File: src/rtl/dsm_ram.sv
// Generic simple dual-port RAM: one write port, one read port, registered read.
// No dependencies.
`default_nettype none

module dsm_ram #(
  parameter int unsigned WIDTH = 30,
  parameter int unsigned DEPTH = 128
) (
  input  logic                     clk,
  input  logic                     wr_en,
  input  logic [$clog2(DEPTH)-1:0] wr_addr,
  input  logic [WIDTH-1:0]         wr_data,
  input  logic [$clog2(DEPTH)-1:0] rd_addr,
  output logic [WIDTH-1:0]         rd_data
);

  logic [WIDTH-1:0] mem [DEPTH];

  always_ff @(posedge clk) begin
    if (wr_en) begin
      mem[wr_addr] <= wr_data;
    end
    rd_data <= mem[rd_addr];
  end

endmodule

`default_nettype wire

File: config.mk
export PLATFORM = sky130hd
export DESIGN_NAME = dsm_ram
export DESIGN_NICKNAME = d
export VERILOG_FILES = /design/src/rtl/dsm_ram.sv
export SDC_FILE = /design/constraint.sdc
export NUM_CORES = 2
export LEC_CHECK = 0
export ABC_AREA = 1
export BUFFER_PORTS_ARGS = -buffer_cell sky130_fd_sc_hd__buf_2
export CAP_MARGIN = 30
export CORE_ASPECT_RATIO = 1.5
export CORE_MARGIN = 2
export CORE_UTILIZATION = 50
export DETAILED_ROUTE_END_ITERATION = 7
export PLACE_DENSITY = 0.65
export SETUP_SLACK_MARGIN = 0.3
export SLEW_MARGIN = 40
export SYNTH_ARGS = -nofsm -noshare
export SYNTH_HDL_FRONTEND = slang
export SYNTH_SLANG_ARGS = --single-unit
File: constraint.sdc
create_clock -name clk -period 3.4 [get_ports clk]
set_input_delay 0.51 -clock clk [delete_from_list [all_inputs] [get_ports clk]]
set_output_delay 0.51 -clock clk [all_outputs]
set_load 0.05 [all_outputs]
==> impl_metrics.prom <==
# TYPE chip_impl_metric gauge
chip_impl_metric{name="place.port_buffers",unit=""} 75
chip_impl_metric{name="detail_route.iter0.violations",unit=""} 13600
chip_impl_metric{name="final_net_count",unit=""} 12800
chip_impl_metric{name="detailed_place.area",unit="sq um"} 164000
chip_impl_info{name="critPathCapture",value="rd_data[6]$_DFF_P_"} 1
chip_impl_metric{name="synth_warnings",unit=""} 0
chip_impl_metric{name="drive_gt1_share",unit="%"} 10.2
chip_impl_info{name="worst_setup_path_end_kind",value="flop"} 1
chip_impl_metric{name="cts_resized",unit=""} 0
chip_impl_metric{name="clock-sinks",unit=""} 3870
chip_impl_metric{name="finalWorstPathRequiredPeriod",unit="ns"} 3.03
chip_impl_info{name="worst_setup_path_start_kind",value="input port"} 1
chip_impl_metric{name="sequential_cell_area",unit="sq um"} 116000
chip_impl_info{name="cts_tree",value="yes"} 1
chip_impl_metric{name="rr_worst_depth",unit=""} 8
chip_impl_metric{name="relSlewSlack",unit="%"} 37.4
chip_impl_metric{name="ir_drop",unit="uV"} 435
chip_impl_info{name="critical_path.reg2reg.endpoint",value="rd_data[10]$_DFF_P_"} 1
chip_impl_metric{name="drc",unit=""} 0
chip_impl_metric{name="finalPower",unit="mW"} 99.6
chip_impl_metric{name="floorplan.core_area",unit="sq um"} 309000
chip_impl_info{name="critical-path-top-delay-family",value="simple AND/OR/NAND/NOR gates"} 1
chip_impl_metric{name="final_area",unit="sq um"} 176000
chip_impl_info{name="worst_hold_check_path_type",value="in2reg"} 1
chip_impl_metric{name="regToRegSetupSlack",unit="ns"} 1.01
chip_impl_metric{name="clock_path_buffers",unit=""} 4
chip_impl_metric{name="number_of_stages_on_the_worst_setup_path",unit=""} 13
chip_impl_info{name="startpoint",value="rd_addr[0]"} 1
chip_impl_info{name="most_frequent_cell_on_the_critical_path",value="nand3_1"} 1
chip_impl_metric{name="ant_nets",unit=""} 0
chip_impl_metric{name="avgSynthCellArea",unit="sq um"} 12.3
chip_impl_metric{name="multi_input_comb_area",unit="sq um"} 35100
chip_impl_metric{name="clkLatencyLatePin",unit="ns"} 0.94
chip_impl_metric{name="floorplan.die_area",unit="sq um"} 315000
chip_impl_metric{name="initial_utilization",unit="%"} 50.2
chip_impl_metric{name="total_overflow_reported_by_the_global_router",unit=""} 0
chip_impl_metric{name="mappedNetlistArea",unit="sq um"} 155000
chip_impl_metric{name="place_congestion",unit=""} 0.929
chip_impl_info{name="rsz_0062_raised_after_global_routing",value="false"} 1
chip_impl_info{name="mostFrequentLayoutCell",value="nand2_1"} 1
chip_impl_metric{name="yosysSeqAreaShare",unit="%"} 74.8
chip_impl_metric{name="dp.final_hpwl",unit="um"} 287000
chip_impl_metric{name="initial_antenna_violation_count",unit=""} 33
chip_impl_info{name="most-common-layout-cells",value="nand2_1 (3885), edfxtp_1 (3840), nand3_1 (3783)"} 1
chip_impl_metric{name="crit_required",unit="ns"} 4.23
chip_impl_metric{name="cts_inserted_buffers",unit=""} 351
chip_impl_metric{name="detail_route.wirelength",unit="um"} 487000
chip_impl_metric{name="setup_viol",unit=""} 0
chip_impl_metric{name="synth.ff_latch_count",unit=""} 3870
chip_impl_metric{name="synthesized_net_count",unit=""} 12600
chip_impl_info{name="ctsRootBufferMaster",value="clkbuf_16"} 1
chip_impl_metric{name="timing.critical_path.fanout_max",unit=""} 55
chip_impl_metric{name="maxClockFrequency",unit="GHz"} 0.330
chip_impl_metric{name="report.final.hold_viol_count",unit=""} 0
chip_impl_metric{name="slew_viol_final",unit=""} 0
chip_impl_metric{name="placedCellCount",unit=""} 16400
chip_impl_info{name="path_cells",value="buf_12 -> inv_16 -> buf_12 -> buf_12 -> buf_4 -> nand2_1 -> nand3_1 -> nand3_1 -> nand3_1 -> nand3_1 -> nand3_1 -> nand3_1 -> nand2_1"} 1
chip_impl_metric{name="synth_cells",unit=""} 12600
chip_impl_metric{name="power_density",unit="nW/um^2"} 566
chip_impl_metric{name="max_stage_delay",unit="ns"} 0.64
chip_impl_metric{name="track_usage",unit="%"} 30.4
chip_impl_metric{name="worstPathArrival",unit="ns"} 3.86
chip_impl_metric{name="design.portCount",unit=""} 76
chip_impl_metric{name="synthDistinctLibCells",unit=""} 16
chip_impl_metric{name="via_count_of_the_first_global_routing_pass",unit=""} 100000
chip_impl_info{name="timing.rr.start",value="mem[95][10]$_DFFE_PP_"} 1
chip_impl_metric{name="die-width",unit="um"} 459
chip_impl_metric{name="max_cap_violations",unit=""} 0
chip_impl_metric{name="worst-slew-pin-transition",unit="ns"} 0.939
chip_impl_info{name="status",value="finished, final reports clean"} 1
chip_impl_metric{name="cp.buffers_inverters",unit=""} 5
chip_impl_metric{name="floorplan.rows",unit=""} 250
chip_impl_metric{name="grt_max_degree",unit=""} 129
chip_impl_metric{name="grt_pass1_wl",unit="um"} 696000
chip_impl_metric{name="clk_transition_reported_paths",unit="ns"} 0.06
chip_impl_metric{name="htree_levels",unit=""} 5
chip_impl_info{name="critical_path_class",value="in2reg"} 1
chip_impl_info{name="critical-path-slowest-cell",value="nand3_1"} 1
chip_impl_metric{name="fin_crit_sh",unit="%"} 89.2
chip_impl_metric{name="drt-wirelength-per-cell",unit="um"} 28.5
chip_impl_metric{name="layout.cells.non_filler",unit=""} 17100
chip_impl_metric{name="dr_total_vias",unit=""} 105000
chip_impl_metric{name="p_leak",unit="nW"} 61.2
chip_impl_metric{name="route.detailed.vias_per_inst",unit=""} 6.11
chip_impl_metric{name="drt_pass1_iterations",unit=""} 7
chip_impl_metric{name="flow.area_growth_from_synthesis",unit="%"} 13.5
chip_impl_metric{name="skew",unit="ns"} 0.0578
chip_impl_metric{name="layout.filler_cells",unit=""} 24100
chip_impl_metric{name="die-height",unit="um"} 686
[sequential cells by signal, indices dropped and copies added, names as in the netlist]
| signal | count |
|---|---|
| mem | 3840 |
| rd_data | 30 |
[power breakdown]
part	leakage, nW	switching (mW)	internal [mW]
registers	34.8	0.129	52.6
logic	20.9	5.28	1.79
clock network	5.50	17.5	22.3
[layer usage]
metal	track usage, %	part of all wire (%)
met1	37.3	35
met2	49.9	48
met3	4.15	8.8
met4	21.7	8.4
met5	0	0.0078
[worst min-delay path by stage]
stage | slack, ns | end | start | depth (start not counted)
finish | 0.04 | mem[90][24]$_DFFE_PP_ | wr_data[24] | 2
global route | 0.04 | mem[90][24]$_DFFE_PP_ | wr_data[24] | 2
CTS | 0.03 | mem[108][13]$_DFFE_PP_ | wr_data[13] | 1
detailed placement | 0.80 | mem[34][1]$_DFFE_PP_ | wr_data[1] | 1
global placement | 0.80 | mem[35][1]$_DFFE_PP_ | wr_data[1] | 1
floorplan | 0.61 | mem[0][0]$_DFFE_PP_ | wr_data[0] | 0
[through the flow]
stage | setup TNS (ns) | hold slack [ns] | setup slack, ns | utilization, %
6_report | 0 | 0.0370 | 0.366 | 57.0
5_1_grt | 0 | 0.0443 | 0.357 | 57.0
4_1_cts | 0 | 0.0253 | 0.501 | 57.0
3_5_place_dp | -1.52 | 0.802 | -0.424 | 53.3
3_3_place_gp | -1.08 | 0.800 | -0.382 | 53.3
2_1_floorplan | 0 | 0.609 | 0.579 | -
[synthesized netlist by cell type, drive strengths merged]
| master | n | area share (%) |
|---|---|---|
| nor3 | 8 | 0.026 |
| dfxtp | 30 | 0.39 |
| clkbuf | 128 | 0.31 |
| nand2 | 3893 | 9.4 |
| edfxtp | 3840 | 74 |
| nand3 | 3783 | 12 |
| nor2 | 134 | 0.32 |
| clkinv | 2 | 0.0048 |
| inv | 22 | 0.057 |
| buf | 726 | 2.9 |
[final cells by class]
cell class / instances / area share, %
multi-input combinational: 7818 / 19.9
clock inverter: 193 / 1.09
tap: 4032 / 2.87
inverter: 24 / 0.0796
sequential: 3870 / 65.9
timing repair buffer: 706 / 4.78
clock buffer: 443 / 5.36
antenna: 13 / 0.0185
[logic make-up after synthesis]
| logic type | Yosys count | share of synthesized area (%) |
|---|---|---|
| buffers and inverters | 878 | 3.23 |
| AND/OR/NAND/NOR | 7818 | 22.0 |
| flip-flops | 3870 | 74.8 |
[what timing repair did]
action,in CTS,in global routing
hold buffers,4,1
setup buffers,0,0
hold endpoints to repair,25,3
Note: power is estimated with default switching activity, not from simulation.
