File: config.mk
export PLATFORM = sky130hd
export DESIGN_NAME = dsm_update
export DESIGN_NICKNAME = d
export VERILOG_FILES = /design/src/rtl/dsm_pkg.sv /design/src/rtl/dsm_update.sv
export SDC_FILE = /design/constraint.sdc
export NUM_CORES = 1
export LEC_CHECK = 0
export BUFFER_PORTS_ARGS = -buffer_cell sky130_fd_sc_hd__clkbuf_2
export CORE_ASPECT_RATIO = 1.75
export CORE_MARGIN = 10
export CORE_UTILIZATION = 45
export DETAILED_ROUTE_END_ITERATION = 6
export PLACE_DENSITY = 0.6
export SLEW_MARGIN = 5
export SYNTH_ARGS = -nofsm -noshare
export SYNTH_HDL_FRONTEND = slang
export SYNTH_SLANG_ARGS = --single-unit
File: constraint.sdc
create_clock -name clk -period 9.31 [get_ports clk]
set_clock_uncertainty 0.2 [all_clocks]
set_input_delay 0.4655 -clock clk [delete_from_list [all_inputs] [get_ports clk]]
set_output_delay 0.4655 -clock clk [all_outputs]
set_load 0.02 [all_outputs]
File: src/rtl/dsm_pkg.sv
// Shared types, constants and helper functions for the digit sum multiple counter.
// No dependencies; dsm_update and the top file take names from here by scope.
`default_nettype none

package dsm_pkg;

  localparam int unsigned MAX_DIVISOR = 128;
  localparam int unsigned DIVISOR_W   = 7;
  localparam int unsigned DIGIT_W     = 4;
  localparam int unsigned COUNT_W     = 30;
  localparam int unsigned SUM_W       = 34;   // holds ten counts plus a small tail
  localparam int unsigned CNT_W       = 4;    // tight-branch hits per residue, 0..9
  localparam int unsigned APB_AW      = 3;
  localparam int unsigned APB_DW      = 32;

  localparam logic [COUNT_W-1:0] COUNT_MOD = 30'd1000000007;
  localparam logic [DIGIT_W-1:0] TOP_DIGIT = 4'd9;
  localparam int unsigned        WIN       = 10;  // digits 0..9 feed each residue

  // register select: paddr[2]
  localparam logic REG_DIVISOR = 1'b0;

  typedef enum logic [1:0] {
    S_IDLE,
    S_REM,
    S_SWEEP,
    S_FINISH
  } state_t;

  typedef struct packed {
    logic start;  // begin a sweep over the count store
    logic clr;    // drop all stored counts
  } upd_ctl_t;

  // Reduce a value below 10*COUNT_MOD into 0..COUNT_MOD-1.
  function automatic logic [COUNT_W-1:0] mod_wide(input logic [SUM_W-1:0] v);
    logic [SUM_W-1:0] r;
    r = v;
    for (int k = 1; k < int'(WIN); k++) begin
      if (v >= SUM_W'(k) * SUM_W'(COUNT_MOD)) begin
        r = v - SUM_W'(k) * SUM_W'(COUNT_MOD);
      end
    end
    return r[COUNT_W-1:0];
  endfunction

  // (-9) mod d for d >= 1
  function automatic logic [15:0] neg9_mod(input logic [15:0] d);
    logic [15:0] r;
    if (d > 16'd9) begin
      r = d - 16'd9;
    end else begin
      case (d)
        16'd2:   r = 16'd1;
        16'd4:   r = 16'd3;
        16'd5:   r = 16'd1;
        16'd6:   r = 16'd3;
        16'd7:   r = 16'd5;
        16'd8:   r = 16'd7;
        default: r = 16'd0;
      endcase
    end
    return r;
  endfunction

endpackage

`default_nettype wire

File: src/rtl/dsm_update.sv
// Count store sweep: streams residues through a ten-wide sliding window,
// adds tight-branch hits, reduces and writes back in place. Uses dsm_pkg.
`default_nettype none

module dsm_update #(
  parameter int unsigned MAX_DIVISOR = dsm_pkg::MAX_DIVISOR
) (
  input  logic                                  clk,
  input  logic                                  rst,
  input  dsm_pkg::upd_ctl_t                     ctl,
  input  logic [$clog2(MAX_DIVISOR+1)-1:0]      dvs,
  input  logic [dsm_pkg::DIGIT_W-1:0]           dig,
  input  logic [$clog2(MAX_DIVISOR)-1:0]        tight,
  output logic [$clog2(MAX_DIVISOR)-1:0]        rd_addr,
  input  logic [dsm_pkg::COUNT_W-1:0]           rd_data,
  output logic                                  wr_en,
  output logic [$clog2(MAX_DIVISOR)-1:0]        wr_addr,
  output logic [dsm_pkg::COUNT_W-1:0]           wr_data,
  output logic                                  done,
  output logic [dsm_pkg::COUNT_W-1:0]           head
);

  localparam int unsigned DW  = $clog2(MAX_DIVISOR + 1);
  localparam int unsigned AW  = $clog2(MAX_DIVISOR);
  localparam int unsigned PW  = $clog2(MAX_DIVISOR + dsm_pkg::WIN);
  localparam int unsigned EW  = DW + 4;
  localparam int unsigned WIN = dsm_pkg::WIN;
  localparam int unsigned CW  = dsm_pkg::COUNT_W;
  localparam int unsigned SW  = dsm_pkg::SUM_W;

  // read side
  logic          rd_busy;
  logic [PW-1:0] rd_pos;
  logic [AW-1:0] rd_idx;
  logic          rd_wrap;
  logic          s1_vld;
  logic          s1_out;
  logic          vbit_q;
  logic [DW-1:0] fill;

  // window and residue pipeline
  logic [CW-1:0] line [WIN];
  logic [CW-1:0] val;
  logic [SW-1:0] sum;
  logic          s2_vld;
  logic [AW-1:0] e;
  logic [dsm_pkg::CNT_W-1:0] cnt;
  logic [SW-1:0] tot;
  logic          s3_vld;
  logic [AW-1:0] wr_idx;

  assign rd_addr = rd_idx;
  assign rd_wrap = (DW'(rd_idx) + DW'(1)) == dvs;
  assign val     = vbit_q ? rd_data : '0;

  always_ff @(posedge clk) begin
    if (rst) begin
      rd_busy <= 1'b0;
      rd_pos  <= '0;
      rd_idx  <= '0;
      s1_vld  <= 1'b0;
      s1_out  <= 1'b0;
      s2_vld  <= 1'b0;
      s3_vld  <= 1'b0;
      wr_idx  <= '0;
      e       <= '0;
      done    <= 1'b0;
    end else begin
      s1_vld <= rd_busy;
      s1_out <= rd_busy && (rd_pos >= PW'(WIN - 1));
      s2_vld <= s1_vld && s1_out;
      s3_vld <= s2_vld;
      done   <= s3_vld && ((DW'(wr_idx) + DW'(1)) == dvs);
      if (ctl.start) begin
        rd_busy <= 1'b1;
        rd_pos  <= '0;
        rd_idx  <= AW'(dsm_pkg::neg9_mod(16'(dvs)));
        wr_idx  <= '0;
        e       <= (tight == '0) ? AW'(dvs - DW'(1)) : tight - AW'(1);
      end else begin
        if (rd_busy) begin
          rd_pos <= rd_pos + PW'(1);
          rd_idx <= rd_wrap ? '0 : rd_idx + AW'(1);
          if (rd_pos == PW'(dvs) + PW'(WIN - 2)) begin
            rd_busy <= 1'b0;
          end
        end
        if (s2_vld) begin
          e <= (e == '0) ? AW'(dvs - DW'(1)) : e - AW'(1);
        end
        if (s3_vld) begin
          wr_idx <= wr_idx + AW'(1);
        end
      end
    end
  end

  // fill mark: a sweep writes entries 0..d-1, so entries below the mark
  // hold counts since the last clear and the rest read as zero
  always_ff @(posedge clk) begin
    if (rst) begin
      fill <= '0;
    end else if (ctl.clr) begin
      fill <= '0;
    end else if (done && (fill < dvs)) begin
      fill <= dvs;
    end
  end

  always_ff @(posedge clk) begin
    vbit_q <= DW'(rd_idx) < fill;
  end

  // sliding sum over the last ten streamed counts
  always_ff @(posedge clk) begin
    if (ctl.start) begin
      for (int i = 0; i < int'(WIN); i++) begin
        line[i] <= '0;
      end
      sum <= '0;
    end else if (s1_vld) begin
      line[0] <= val;
      for (int i = 1; i < int'(WIN); i++) begin
        line[i] <= line[i-1];
      end
      sum <= sum + SW'(val) - SW'(line[WIN-1]);
    end
  end

  // tight-branch hits: digits c' < dig with c' = e (mod dvs)
  always_comb begin
    cnt = '0;
    for (int k = 0; k < int'(dsm_pkg::TOP_DIGIT); k++) begin
      if (EW'(e) + EW'(k) * EW'(dvs) < EW'(dig)) begin
        cnt = cnt + dsm_pkg::CNT_W'(1);
      end
    end
  end

  always_ff @(posedge clk) begin
    if (s2_vld) begin
      tot <= sum + SW'(cnt);
    end
    if (s3_vld && wr_idx == '0) begin
      head <= wr_data;
    end
  end

  assign wr_en   = s3_vld;
  assign wr_addr = wr_idx;
  assign wr_data = dsm_pkg::mod_wide(tot);

endmodule

`default_nettype wire

==> flow_metrics.py <==
metrics = {
    "layout": {
        "final_cell_mix": "364 x edfxtp_1, 295 x and2_1, 220 x nor2_1, 219 x nand2_1",
        "drive_gt1_frac": 0.105,
        "stdcell_area_um2": 33000,
        "utilization": 0.499,
        "fillers": 6145,
        "n_antenna_cell": 0,
        "area_growth_pct": 10.4,
        "finalNetCount": 3450,
        "final_common_cell": "edfxtp_1",
    },
    "logic_synthesis": {
        "synth_nets": 3382,
        "synth-edff-count": 364,
        "synth_cell_types": 97,
        "synth_area_um2": 29900,
        "synth-seq-cells": 442,
        "avgSynthCellArea_um2": 9.76,
        "yosysWarnings": 0,
        "yosysSeqAreaShare": 0.418,
        "synth-main-ff-cell": "edfxtp_1",
        "synthArstFlopShare": 0,
        "synthCells": 3065,
    },
    "routing": {
        "via_per_inst": 5.85,
        "wl_per_cell_um": 22.8,
        "wl_um": 92500,
        "ant_nets": 0,
        "drt_iter0_drc": 1971,
        "drc_errors": 0,
        "vias": 23700,
        "first_pass_iters": 5,
    },
    "clock_network": {
        "clk_pin_slew_ns": 0.07,
        "numCtsBuffers": 43,
        "cts_tree": "done",
        "insertion_delay_ns": 0.59,
        "clock_path_buffers": 3,
        "cts.sinks": 442,
        "ctsHtreeMaxLevel": 2,
        "cts_root_buf": "clkbuf_16",
    },
    "die": {
        "fp.dieW_um": 215,
        "ios": 129,
        "initial_utilization": 0.452,
        "die-area_um2": 77600,
        "core_area_um2": 66200,
        "rows": 125,
        "die_h_um": 361,
    },
    "worst_setup_path": {
        "critical_path_required_ns": 9.45,
        "startpoint_type": "flip-flop",
        "max_stage_delay_ns": 0.53,
        "slowest_stage": "or4_4",
        "worstPathMaxFanout": 6,
        "worstSetupEndpointType": "flip-flop",
        "rr_startpoint": "e[1]",
        "worstSetupPathType": "reg2reg",
        "rr_worst_depth": 35,
        "critical_path_arrival_ns": 8.98,
        "critPathMostFrequentCell": "ha_1",
        "crit_start": "e[1]",
        "r2r_end": "tot[29]",
        "regToRegSetupSlack_ns": 0.47,
    },
    "pwr": {
        "p_int_uw": 3770,
        "static-leakage-power_uw": 0.0131,
        "p_seq_frac": 0.432,
        "switchingPower_uw": 1640,
        "power_density_nw_per_um2": 164,
        "switching_share": 0.304,
        "peakVddDrop_v": 0.000191,
        "p_clk_frac": 0.333,
        "pwr-share-comb": 0.236,
    },
    "run_status": {
        "status": "finished clean",
    },
    "sta": {
        "min_period_ns": 8.84,
        "max_slew_margin": 0.176,
        "rsz0062_at_grt": "yes",
        "slew_viol_final": 0,
        "hold_viol_final": 0,
        "setup_viol": 0,
        "clock.fmax_mhz": 113,
        "fin_crit_sh": 0.950,
        "tightest_slew_ns": 1.23,
    },
    "placed_design": {
        "placed_cell_area_um2": 31600,
        "port_buffers": 128,
        "hpwl_um": 66800,
        "globalplace.congestion": 0.965,
    },
    "grt": {
        "grt_first_pass_wirelength_um": 142000,
        "grt_util_all_layers": 0.232,
        "antenna_found_initial": 0,
        "grt_start_max_net_pins": 209,
        "grt_pass1_vias": 24100,
        "grt-ovfl-total": 0,
    },
    "min_path": {
        "holdPathStages": 3,
        "hold_end": "e[6]",
        "min_from": "tight[6]",
        "hp-class": "in2reg",
    },
    "job": {
        "drv_cap": 0,
    },
}
[sequential cells by signal, summed over array words and instances, names as in the netlist, 7 cells and up]
register,count
sum,34
tot,34
e,7
rd_pos,8
rd_addr,7
line,300
fill,8
head,30
wr_addr,7
[Yosys cell counts (21+ instances only)]
master	instances	area (um^2)
clkbuf_1	146	548
xor2_1	44	385
inv_1	202	758
xnor2_1	126	1100
nand2b_1	21	131
fa_1	62	1240
dfxtp_1	78	1560
a21o_1	49	368
and2_1	295	1850
nor4_1	29	181
nand2_1	219	822
nand4_1	36	225
o21ai_0	156	781
and3_1	22	138
mux2i_1	44	440
ha_1	202	2530
nor2b_1	32	200
nor2_1	221	830
a31oi_1	40	250
a211oi_1	23	173
nor3_1	55	275
a21oi_1	159	796
nand3_1	70	350
edfxtp_1	364	10900
[stage by stage]
step	std cells	hold WS, ns	setup slack [ns]	power [uW]	TNS (ns)
4_1_cts	4057	0.0147	0.323	5470	0
5_1_grt	4057	0.0600	-0.00259	5710	-0.00259
2_1_floorplan	3065	0.204	0.773	3330	0
3_5_place_dp	3977	0.216	0.0701	3660	0
3_3_place_gp	3977	0.204	0.288	3620	0
6_report	4057	0.0385	0.467	5410	0
[power by group through the flow]
stage                     combinational (uW)  sequential, uW  clock, uW
after floorplan                          957            2370          0
after global placement                  1240            2380          0
after detailed placement                1280            2380          0
after CTS                               1280            2340       1850
after global routing                    1440            2350       1920
final                                   1280            2340       1800
[what timing repair did]
item                                    CTS  global route
endpoints found under the setup margin    0             6
buffers inserted                          0             0
gates resized for setup                   0             7
hold buffers                              0             0
[critical path: cells and delay by family (launching register included)]
kind | cells | cell delay [ns]
DFF | 1 | 0.34
adders and majority gates | 7 | 1.99
AOI/OAI and AO/OA | 8 | 1.47
xor gates and xnor gates | 6 | 1.48
muxes | 1 | 0.28
and+or+nand+nor | 10 | 2.51
buffers and inverters | 3 | 0.28
[worst max path at each step]
| stage | endpoint | slack (ns) | cells past startpoint |
|---|---|---|---|
| 2_1_floorplan | tot[32] | 0.77 | 37 |
| 3_3_place_gp | tot[33] | 0.29 | 37 |
| 3_5_place_dp | tot[33] | 0.07 | 36 |
| 4_1_cts | tot[33] | 0.32 | 36 |
| 5_1_grt | tot[33] | -0.003 | 37 |
| 6_report | tot[29] | 0.47 | 35 |
[logic make-up after synthesis]
kind of cell               Yosys count  share of synthesized area
muxes                               50                     0.0171
buffers and inverters              376                     0.0479
adders and majority gates          264                      0.126
DFF                                442                      0.418
AOI/OAI and AO/OA                  670                      0.147
and+or+nand+nor                   1087                      0.190
xor gates and xnor gates           176                     0.0541
[layer usage]
layer | GRT usage | vias to the layer above | part of all wire | wire (um)
met5 | 0 | - | 0 | 0
met4 | 0.132 | 0 | 0.059 | 5460
met3 | 0.0330 | 276 | 0.051 | 4690
met2 | 0.407 | 922 | 0.50 | 46100
met1 | 0.265 | 11500 | 0.39 | 36200
li1 | - | 11100 | - | -
[final cells by class]
| type | instances | area [um^2] | area share |
|---|---|---|---|
| multi-input combinational | 2247 | 16100 | 0.487 |
| sequential | 442 | 12500 | 0.378 |
| timing repair buffer | 190 | 1130 | 0.0342 |
| tap | 889 | 1110 | 0.0337 |
| clock buffer | 49 | 1100 | 0.0333 |
| inverter | 209 | 792 | 0.0240 |
| clock inverter | 31 | 328 | 0.00992 |
(Power assumes the default switching activity.)
