[src/rtl/dsm_rem.sv]
// Iterative restoring remainder unit, one numerator bit per cycle.
// No package dependencies.
`default_nettype none

module dsm_rem #(
  parameter int unsigned NUM_W = 8,
  parameter int unsigned DEN_W = 8
) (
  input  logic             clk,
  input  logic             rst,
  input  logic             start,
  input  logic [NUM_W-1:0] num,
  input  logic [DEN_W-1:0] den,   // nonzero, held from the cycle after start
  output logic             done,
  output logic [DEN_W-1:0] rem
);

  localparam int unsigned CW = $clog2(NUM_W + 1);

  logic             busy;
  logic [CW-1:0]    left;
  logic [NUM_W-1:0] sh;
  logic [DEN_W-1:0] part;
  logic [DEN_W:0]   trial;

  assign trial = {part, sh[NUM_W-1]};
  assign rem   = part;

  always_ff @(posedge clk) begin
    if (rst) begin
      busy <= 1'b0;
      done <= 1'b0;
      left <= '0;
    end else begin
      done <= 1'b0;
      if (start) begin
        busy <= 1'b1;
        left <= CW'(NUM_W);
      end else if (busy) begin
        left <= left - CW'(1);
        if (left == CW'(1)) begin
          busy <= 1'b0;
          done <= 1'b1;
        end
      end
    end
  end

  always_ff @(posedge clk) begin
    if (start) begin
      sh   <= num;
      part <= '0;
    end else if (busy) begin
      sh   <= sh << 1;
      part <= (trial >= {1'b0, den}) ? DEN_W'(trial - {1'b0, den}) : trial[DEN_W-1:0];
    end
  end

endmodule

`default_nettype wire

[config.mk]
export PLATFORM = sky130hd
export DESIGN_NAME = dsm_rem
export DESIGN_NICKNAME = d
export VERILOG_FILES = /design/src/rtl/dsm_rem.sv
export SDC_FILE = /design/constraint.sdc
export NUM_CORES = 1
export LEC_CHECK = 0
export BUFFER_PORTS_ARGS = -buffer_cell sky130_fd_sc_hd__buf_4
export CAP_MARGIN = 40
export CORE_ASPECT_RATIO = 1.5
export CORE_UTILIZATION = 60
export CTS_BUF_LIST = sky130_fd_sc_hd__clkbuf_2
export CTS_CLUSTER_DIAMETER = 200
export DETAILED_ROUTE_END_ITERATION = 7
export PLACE_DENSITY_LB_ADDON = 0.2
export SYNTH_ARGS = -nofsm -noshare
export SYNTH_HDL_FRONTEND = slang
export SYNTH_SLANG_ARGS = --single-unit
export TNS_END_PERCENT = 30
[constraint.sdc]
create_clock -name clk -period 2.99 [get_ports clk]
set_clock_uncertainty 0.15 [all_clocks]
set_input_delay 0.4485 -clock clk [delete_from_list [all_inputs] [get_ports clk]]
set_output_delay 0.4485 -clock clk [all_outputs]
set_load 0.02 [all_outputs]
==> results.sh, run 1 <==
export IMPL_cts_repair_timing_setup_buffer_count=0
export IMPL_netlist_area_leader_share_pct=20.5
export IMPL_worst_r2r_path_depth=6
export IMPL_synth_area_per_cell_um2=9.64
export IMPL_final_max_slew_viol_count=0
export IMPL_global_route_overflow_total=0
export IMPL_chip_height_um=60.5
export IMPL_ys_async_sr_fraction_pct=0
export IMPL_core_area_um2=2080
export IMPL_final_setup_tns_ps=0
export IMPL_layout_setup_ws_ps=830
export IMPL_stdcell_area_um2=1590
export IMPL_detail_route_first_pass_iterations=4
export IMPL_post_synth_inst_count=142
export IMPL_htree_levels=1
export IMPL_n_antenna_cell=0
export IMPL_r2r_end="rem[0]"
export IMPL_power_switching_mw=0.179
export IMPL_areaGrowthSynthToFinish_pct=15.8
export IMPL_postSynthNetCount=172
export IMPL_timing_max_slew_rel_slack_pct=69.7
export IMPL_ir_worst_vdd_mv=0.391
export IMPL_netlist_top_cells_area="dfxtp_1 (20%), edfxtp_1 (18%), ha_1 (9.1%)"
export IMPL_path_max_fanout=11
export IMPL_synth_top_area_cell="dfxtp_1"
export IMPL_min_to="busy"
export IMPL_number_of_antenna_violations_at_the_first_check_in_global_routing=0
export IMPL_hold_path_cell_count=2
export IMPL_cts_tree="done"
export IMPL_initial_core_util_pct=65.9
export IMPL_setup_viol_count_final=0
export IMPL_layout_common_cells="buf_4 (27), nor2_1 (17), dfxtp_1 (14)"
export IMPL_instances_no_fill=191
export IMPL_switching_share_pct=28.9
export IMPL_startpoint_type="register"
export IMPL_clock_sinks=22
export IMPL_timing_max_cap_violations=0
export IMPL_num_cts_buffers=3
export IMPL_wl_per_cell_um=13.3
export IMPL_clock_insertion_delay_worst_skew_ps=310
export IMPL_cts_root_buf="clkbuf_2"
export IMPL_post_cts_resized=0
export IMPL_place_hpwl_mm=2.07
export IMPL_synth_distinct_cells=39
export IMPL_power_share_combinational_pct=25.8
export IMPL_grt_first_pass_wirelength_mm=3.81
export IMPL_fillCellCount=159
export IMPL_first_global_vias=967
export IMPL_maxClockFrequency_mhz=463
export IMPL_drt_vias_per_instance=5.55
export IMPL_cellLeakagePower_nw=0.691
export IMPL_final_net_count=200
export IMPL_period_minus_slack_ps=2160
export IMPL_mostFrequentLayoutCell="buf_4"
export IMPL_cp_arrival_ps=2260
export IMPL_route_final_wire_length_mm=2.54
export IMPL_vias=1060
export IMPL_post_cts_hold_buffer_count=0
export IMPL_synth_flop_cell="dfxtp_1"
export IMPL_floorplan_io_pins=28
export IMPL_ys_seq_elements=22
export IMPL_clock_pin_slew_on_the_worst_setup_and_hold_paths_ps=190
export IMPL_io_buffer_count=27
export IMPL_timing_setup_critical_path_class="reg2reg"
export IMPL_dpl_cell_count=187
export IMPL_regArea_um2=520
export IMPL_drtIter0Drc=15
export IMPL_post_layout_total_power_mw=0.620
export IMPL_place_congestion=0.656
export IMPL_critPathCaptureType="register"
export IMPL_synth_seq_area_share_pct=38.0
export IMPL_grt_start_max_net_pins=20
export IMPL_ctsLongestPathBuffers=2
export IMPL_power_clock_fraction_pct=18.1
export IMPL_required_ps=3090
export IMPL_cellInternalPower_mw=0.441
export IMPL_rsz0062_at_grt="no"
export IMPL_fp_dieW_um=41
export IMPL_placementRows=20
export IMPL_dp_worst_setup_slack_ps=640
export IMPL_share_seq_of_total_power_pct=56.1
export IMPL_hold_path_startpoint="rst"
export IMPL_postPlaceCellArea_um2=1570
export IMPL_design_die_area_um2=2480
export IMPL_timing_hold_violations_final=0
export IMPL_ys_warnings_count=0
export IMPL_synth_enable_flop_cells=8
export IMPL_power_density_over_the_cells_nw_per_um2=391
export IMPL_outcome="completed"
export IMPL_holdCritPathClass="in2reg"
export IMPL_ff_to_ff_setup_slack_ps=830
export IMPL_multi_input_comb_area_um2=763
export IMPL_worst_reg2reg_startpoint="rem[4]"
export IMPL_layout_drive_gt1_share_pct=28.4
export IMPL_route_detailed_drc=0
export IMPL_grt_total_usage_pct=22.9
export IMPL_syn_std_cell_area_um2=1370
export IMPL_fin_crit_sh_pct=72.3
export IMPL_worstMarginPinSlew_ps=452
export IMPL_count_of_nets_left_with_antenna_violations_after_detail_routing=0
==> sequential cells by signal (all words and copies together) (netlist names) <==
| signal | count |
|---|---|
| left | 4 |
| rem | 8 |
| sh | 8 |
| busy | 1 |
| done | 1 |
==> power groups by stage <==
stage	registers, mW	clock network, mW	logic, mW
4_1_cts	0.348	0.119	0.161
5_1_grt	0.351	0.129	0.176
3_3_place_gp	0.354	0	0.153
6_report	0.348	0.112	0.160
3_5_place_dp	0.354	0	0.160
2_1_floorplan	0.355	0	0.113
==> worst max-delay path, stage by stage (launching register included) <==
cell and delay, ps:
dfxtp_1 380, ha_1 400, nand3_1 180, o221ai_2 250, a21o_4 210, mux2_4 320
a211oi_2 210
==> worst max-delay path by stage <==
stage / from / to / slack (ps) / cells past startpoint
final: rem[4] / rem[0] / 830 / 6
after global routing: rem[4] / rem[0] / 740 / 6
after detailed placement: den[5] / rem[0] / 640 / 8
after CTS: rem[4] / rem[0] / 810 / 6
after floorplan: den[4] / rem[0] / 980 / 7
after global placement: den[5] / rem[0] / 710 / 8
==> cell families (layout without fill, tap and decap cells) <==
family | after synthesis | count (layout) | synth area share [%]
AOI/OAI and AO/OA | 25 | 25 | 14.6
xor gates and xnor gates | 8 | 8 | 5.12
adders and majority gates | 11 | 11 | 10.6
buffers and inverters | 18 | 45 | 6.21
DFF | 22 | 22 | 38.0
muxes | 12 | 12 | 9.78
and+or+nand+nor | 46 | 46 | 15.6
==> layer usage <==
metal | vias up | global-route usage, % | wire length [um]
met5 | - | 0 | 0
met4 | 0 | 11.4 | 16
met3 | 2 | 1.10 | 52
met2 | 18 | 44.4 | 1460
met1 | 488 | 22.2 | 1010
li1 | 552 | - | -
==> synth_stat cells, drive strengths merged (2+ instances only) <==
library cell / instances
o31ai: 2
mux2: 8
nor3: 4
dfxtp: 14
edfxtp: 8
xnor2: 4
o21ai: 5
mux2i: 4
buf: 3
inv: 14
a21oi: 7
a211oi: 3
nand2: 12
ha: 10
nor2b: 4
xor2: 4
nand3: 2
nor2: 17
a31o: 2
nand2b: 3
==> cell type report <==
| cell class | count | share of cell area, % |
|---|---|---|
| multi-input combinational | 102 | 48.1 |
| sequential | 22 | 32.8 |
| timing repair buffer | 27 | 12.8 |
| inverter | 14 | 3.31 |
| tap | 22 | 1.74 |
| clock buffer | 3 | 0.947 |
| clock inverter | 1 | 0.237 |
==> through the flow <==
stage | hold WS, ps | utilization, %
after global routing | 120 | 76.3
after floorplan | 319 | -
after detailed placement | 348 | 75.4
after global placement | 339 | 75.4
final | 157 | 76.3
after CTS | 132 | 76.3
Power figures use the tool's default switching activity.
==> run 2, diff against run 1 <==
- ABC_AREA: not set -> 1
- CORE_UTILIZATION: 60 -> 51
- clock period: 2.99 -> 1.8 ns (I/O delays scaled with it)
==> run 2 against run 1 <==
Effect of this change: worst hold slack got worse by 100 ps; count of clock-buffer cells in the layout rose by 1; via count rose by 30%; clock power up 74%; final area increased by 17%; critical path depth grew 5; largest cell class unchanged; largest power group unchanged.
==> results.sh, run 2 <==
export IMPL_ff_to_ff_setup_slack_ps=30
export IMPL_worst_reg2reg_startpoint="rem[3]"
export IMPL_crit_path_start="rem[3]"
export IMPL_postSynthNetCount=227
export IMPL_cts_tree="done"
export IMPL_power_density_over_the_cells_nw_per_um2=570
export IMPL_clock_sinks=22
export IMPL_power_clock_fraction_pct=18.4
export IMPL_ys_seq_elements=22
export IMPL_worst_r2r_path_depth=11
export IMPL_final_net_count=275
export IMPL_route_detailed_drc=0
export IMPL_path_max_fanout=8
export IMPL_cp_arrival_ps=1880
export IMPL_drtIter0Drc=45
export IMPL_chip_height_um=66.1
export IMPL_timing_max_cap_violations=0
export IMPL_count_of_nets_left_with_antenna_violations_after_detail_routing=0
export IMPL_crit_family="simple AND/OR/NAND/NOR gates"
export IMPL_grt_total_usage_pct=22.5
export IMPL_synth_top_area_cell="dfxtp_1"
export IMPL_synth_flop_cell="dfxtp_1"
export IMPL_power_switching_mw=0.310
export IMPL_grt_most_used_layer="met2"
export IMPL_maxClockFrequency_mhz=566
export IMPL_final_max_slew_viol_count=0
export IMPL_cp_depth=11
export IMPL_first_global_vias=1319
export IMPL_synth_distinct_cells=21
export IMPL_critical_path_cell_chain="ha_1, nand2_1, inv_1, nand2_1, nand2_1, nand2_1, nand4_1, buf_6, nand2_1, nand3_1, nand2_1"
export IMPL_critical_path_max_stage_delay_ps=350
export IMPL_cts_root_buf="clkbuf_2"
export IMPL_mostFrequentLayoutCell="nand2_1"
export IMPL_core_area_um2=2530
export IMPL_place_hpwl_mm=2.45
export IMPL_areaGrowthSynthToFinish_pct=33.2
export IMPL_timing_hold_violations_final=0
export IMPL_vias=1374
export IMPL_rsz0062_at_grt="yes"
export IMPL_floorplan_io_pins=28
export IMPL_timing_setup_critical_path_class="reg2reg"
export IMPL_num_cts_buffers=3
export IMPL_place_congestion=0.865
export IMPL_wl_per_cell_um=11.2
export IMPL_power_share_combinational_pct=27.9
export IMPL_ir_worst_vdd_mv=0.573
export IMPL_worstMarginPinSlew_ps=536
export IMPL_ys_warnings_count=0
export IMPL_n_antenna_cell=0
export IMPL_fin_crit_sh_pct=98.2
export IMPL_setup_viol_count_final=0
export IMPL_grt_start_max_net_pins=14
export IMPL_timing_max_slew_rel_slack_pct=64.1
export IMPL_design_die_area_um2=2950
export IMPL_fp_dieW_um=44.7
export IMPL_layout_common_cells="nand2_1 (69), buf_4 (43), inv_1 (29)"
export IMPL_global_route_overflow_total=0
export IMPL_clock_insertion_delay_worst_skew_ps=310
export IMPL_netlist_area_leader_share_pct=20.1
export IMPL_route_final_wire_length_mm=3.14
export IMPL_cellLeakagePower_nw=0.997
export IMPL_global_route_usage_met3_pct=1.91
export IMPL_switching_share_pct=29.3
export IMPL_clock_pin_slew_on_the_worst_setup_and_hold_paths_ps=200
export IMPL_detail_route_first_pass_iterations=6
export IMPL_critical_path_buf_inv_count=2
export IMPL_grt_first_pass_wirelength_mm=5.02
export IMPL_critPathCaptureType="register"
export IMPL_synth_seq_area_share_pct=37.3
export IMPL_synthMostInstantiatedCell="nand2_1"
export IMPL_holdCritPathClass="in2reg"
export IMPL_synthTopCellsByCount="nand2_1 (69), inv_1 (30), nand3_1 (21)"
export IMPL_drt_vias_per_instance=4.91
export IMPL_synth_enable_flop_cells=8
export IMPL_io_buffer_count=27
export IMPL_syn_std_cell_area_um2=1400
export IMPL_required_ps=1910
export IMPL_critical_path_most_common_cell="nand2_1"
export IMPL_initial_core_util_pct=55.1
export IMPL_share_seq_of_total_power_pct=53.7
export IMPL_placementRows=22
export IMPL_post_layout_total_power_mw=1.06
export IMPL_htree_levels=1
export IMPL_layout_setup_ws_ps=33.2
export IMPL_layout_drive_gt1_share_pct=25.8
export IMPL_ctsLongestPathBuffers=2
export IMPL_cpMaxStageDelayCell="dfxtp_1"
export IMPL_critical_path_endpoint="rem[2]"
export IMPL_post_synth_inst_count=197
export IMPL_startpoint_type="register"
export IMPL_grt_use_met1_pct=23.5
export IMPL_synth_area_per_cell_um2=7.08
export IMPL_gr_usage_met2_pct=43.4
export IMPL_r2r_end="rem[2]"
export IMPL_netlist_top_cells_area="dfxtp_1 (20%), nand2_1 (19%), edfxtp_1 (17%)"
export IMPL_period_minus_slack_ps=1770
export IMPL_dp_worst_setup_slack_ps=-152
export IMPL_ys_async_sr_fraction_pct=0
export IMPL_cellInternalPower_mw=0.749
export IMPL_number_of_antenna_violations_at_the_first_check_in_global_routing=0
export IMPL_outcome="completed"
run 2: final cells by class:
class | count | area, um2
multi-input cells | 143 | 815
clock buffers | 4 | 20.0
inverters | 30 | 113
well taps | 36 | 45.0
repair buffers | 45 | 344
fillers | 221 | 674
flip-flops and latches | 22 | 522
run 2: tightest hold or removal path, cell delays in order:
cell and delay [ps]:
buf_4 80, nand2_1 40, nand2_1 50
run 2: power by group through the flow:
stage | clock network [mW] | registers [mW] | logic (mW)
6_report | 0.195 | 0.569 | 0.295
5_1_grt | 0.228 | 0.573 | 0.326
4_1_cts | 0.206 | 0.568 | 0.275
3_5_place_dp | 0 | 0.578 | 0.268
3_3_place_gp | 0 | 0.577 | 0.260
2_1_floorplan | 0 | 0.583 | 0.155
run 2: cell families after synthesis:
| group | synth area share [%] |
|---|---|
| DFF | 37.3 |
| xor gates and xnor gates | 2.51 |
| AOI/OAI and AO/OA | 4.04 |
| and+or+nand+nor | 36.6 |
| adders and majority gates | 10.4 |
| buffers and inverters | 9.15 |
run 2: per-stage QoR:
stage | cell area, um2 | util, % | instances | hold slack (ps) | TNS, ps
finish | 1860 | 73.4 | 280 | 52.1 | 0
CTS | 1790 | 70.8 | 280 | 43.2 | 0
detailed placement | 1760 | 69.4 | 275 | 308 | -640
global placement | 1760 | 69.4 | 275 | 304 | -479
global route | 1860 | 73.4 | 280 | 24.2 | -326
floorplan | 1400 | - | 197 | 189 | 0
run 2: repair_timing:
item | CTS | global route
resized for setup | 3 | 14
pin swaps | 1 | 4
hold endpoints to repair | 1 | 0
gates cloned | 0 | 0
setup buffers | 0 | 0
hold buffers | 1 | 0
endpoints found under the setup margin | 5 | 8
run 2: metal layers:
| layer | wire, um | share of wire, % |
|---|---|---|
| met1 | 1240 | 39 |
| met2 | 1770 | 56 |
| met3 | 80 | 2.5 |
| met4 | 56 | 1.8 |
| met5 | 0 | 0 |
run 2: worst min path at each step:
stage                       from      end  depth (start not counted)
after CTS                 num[6]    sh[6]                          3
after detailed placement     rst  left[3]                          2
final                     num[6]    sh[6]                          3
after global routing      num[0]    sh[0]                          3
after global placement       rst  left[3]                          2
after floorplan              rst  left[3]                          1
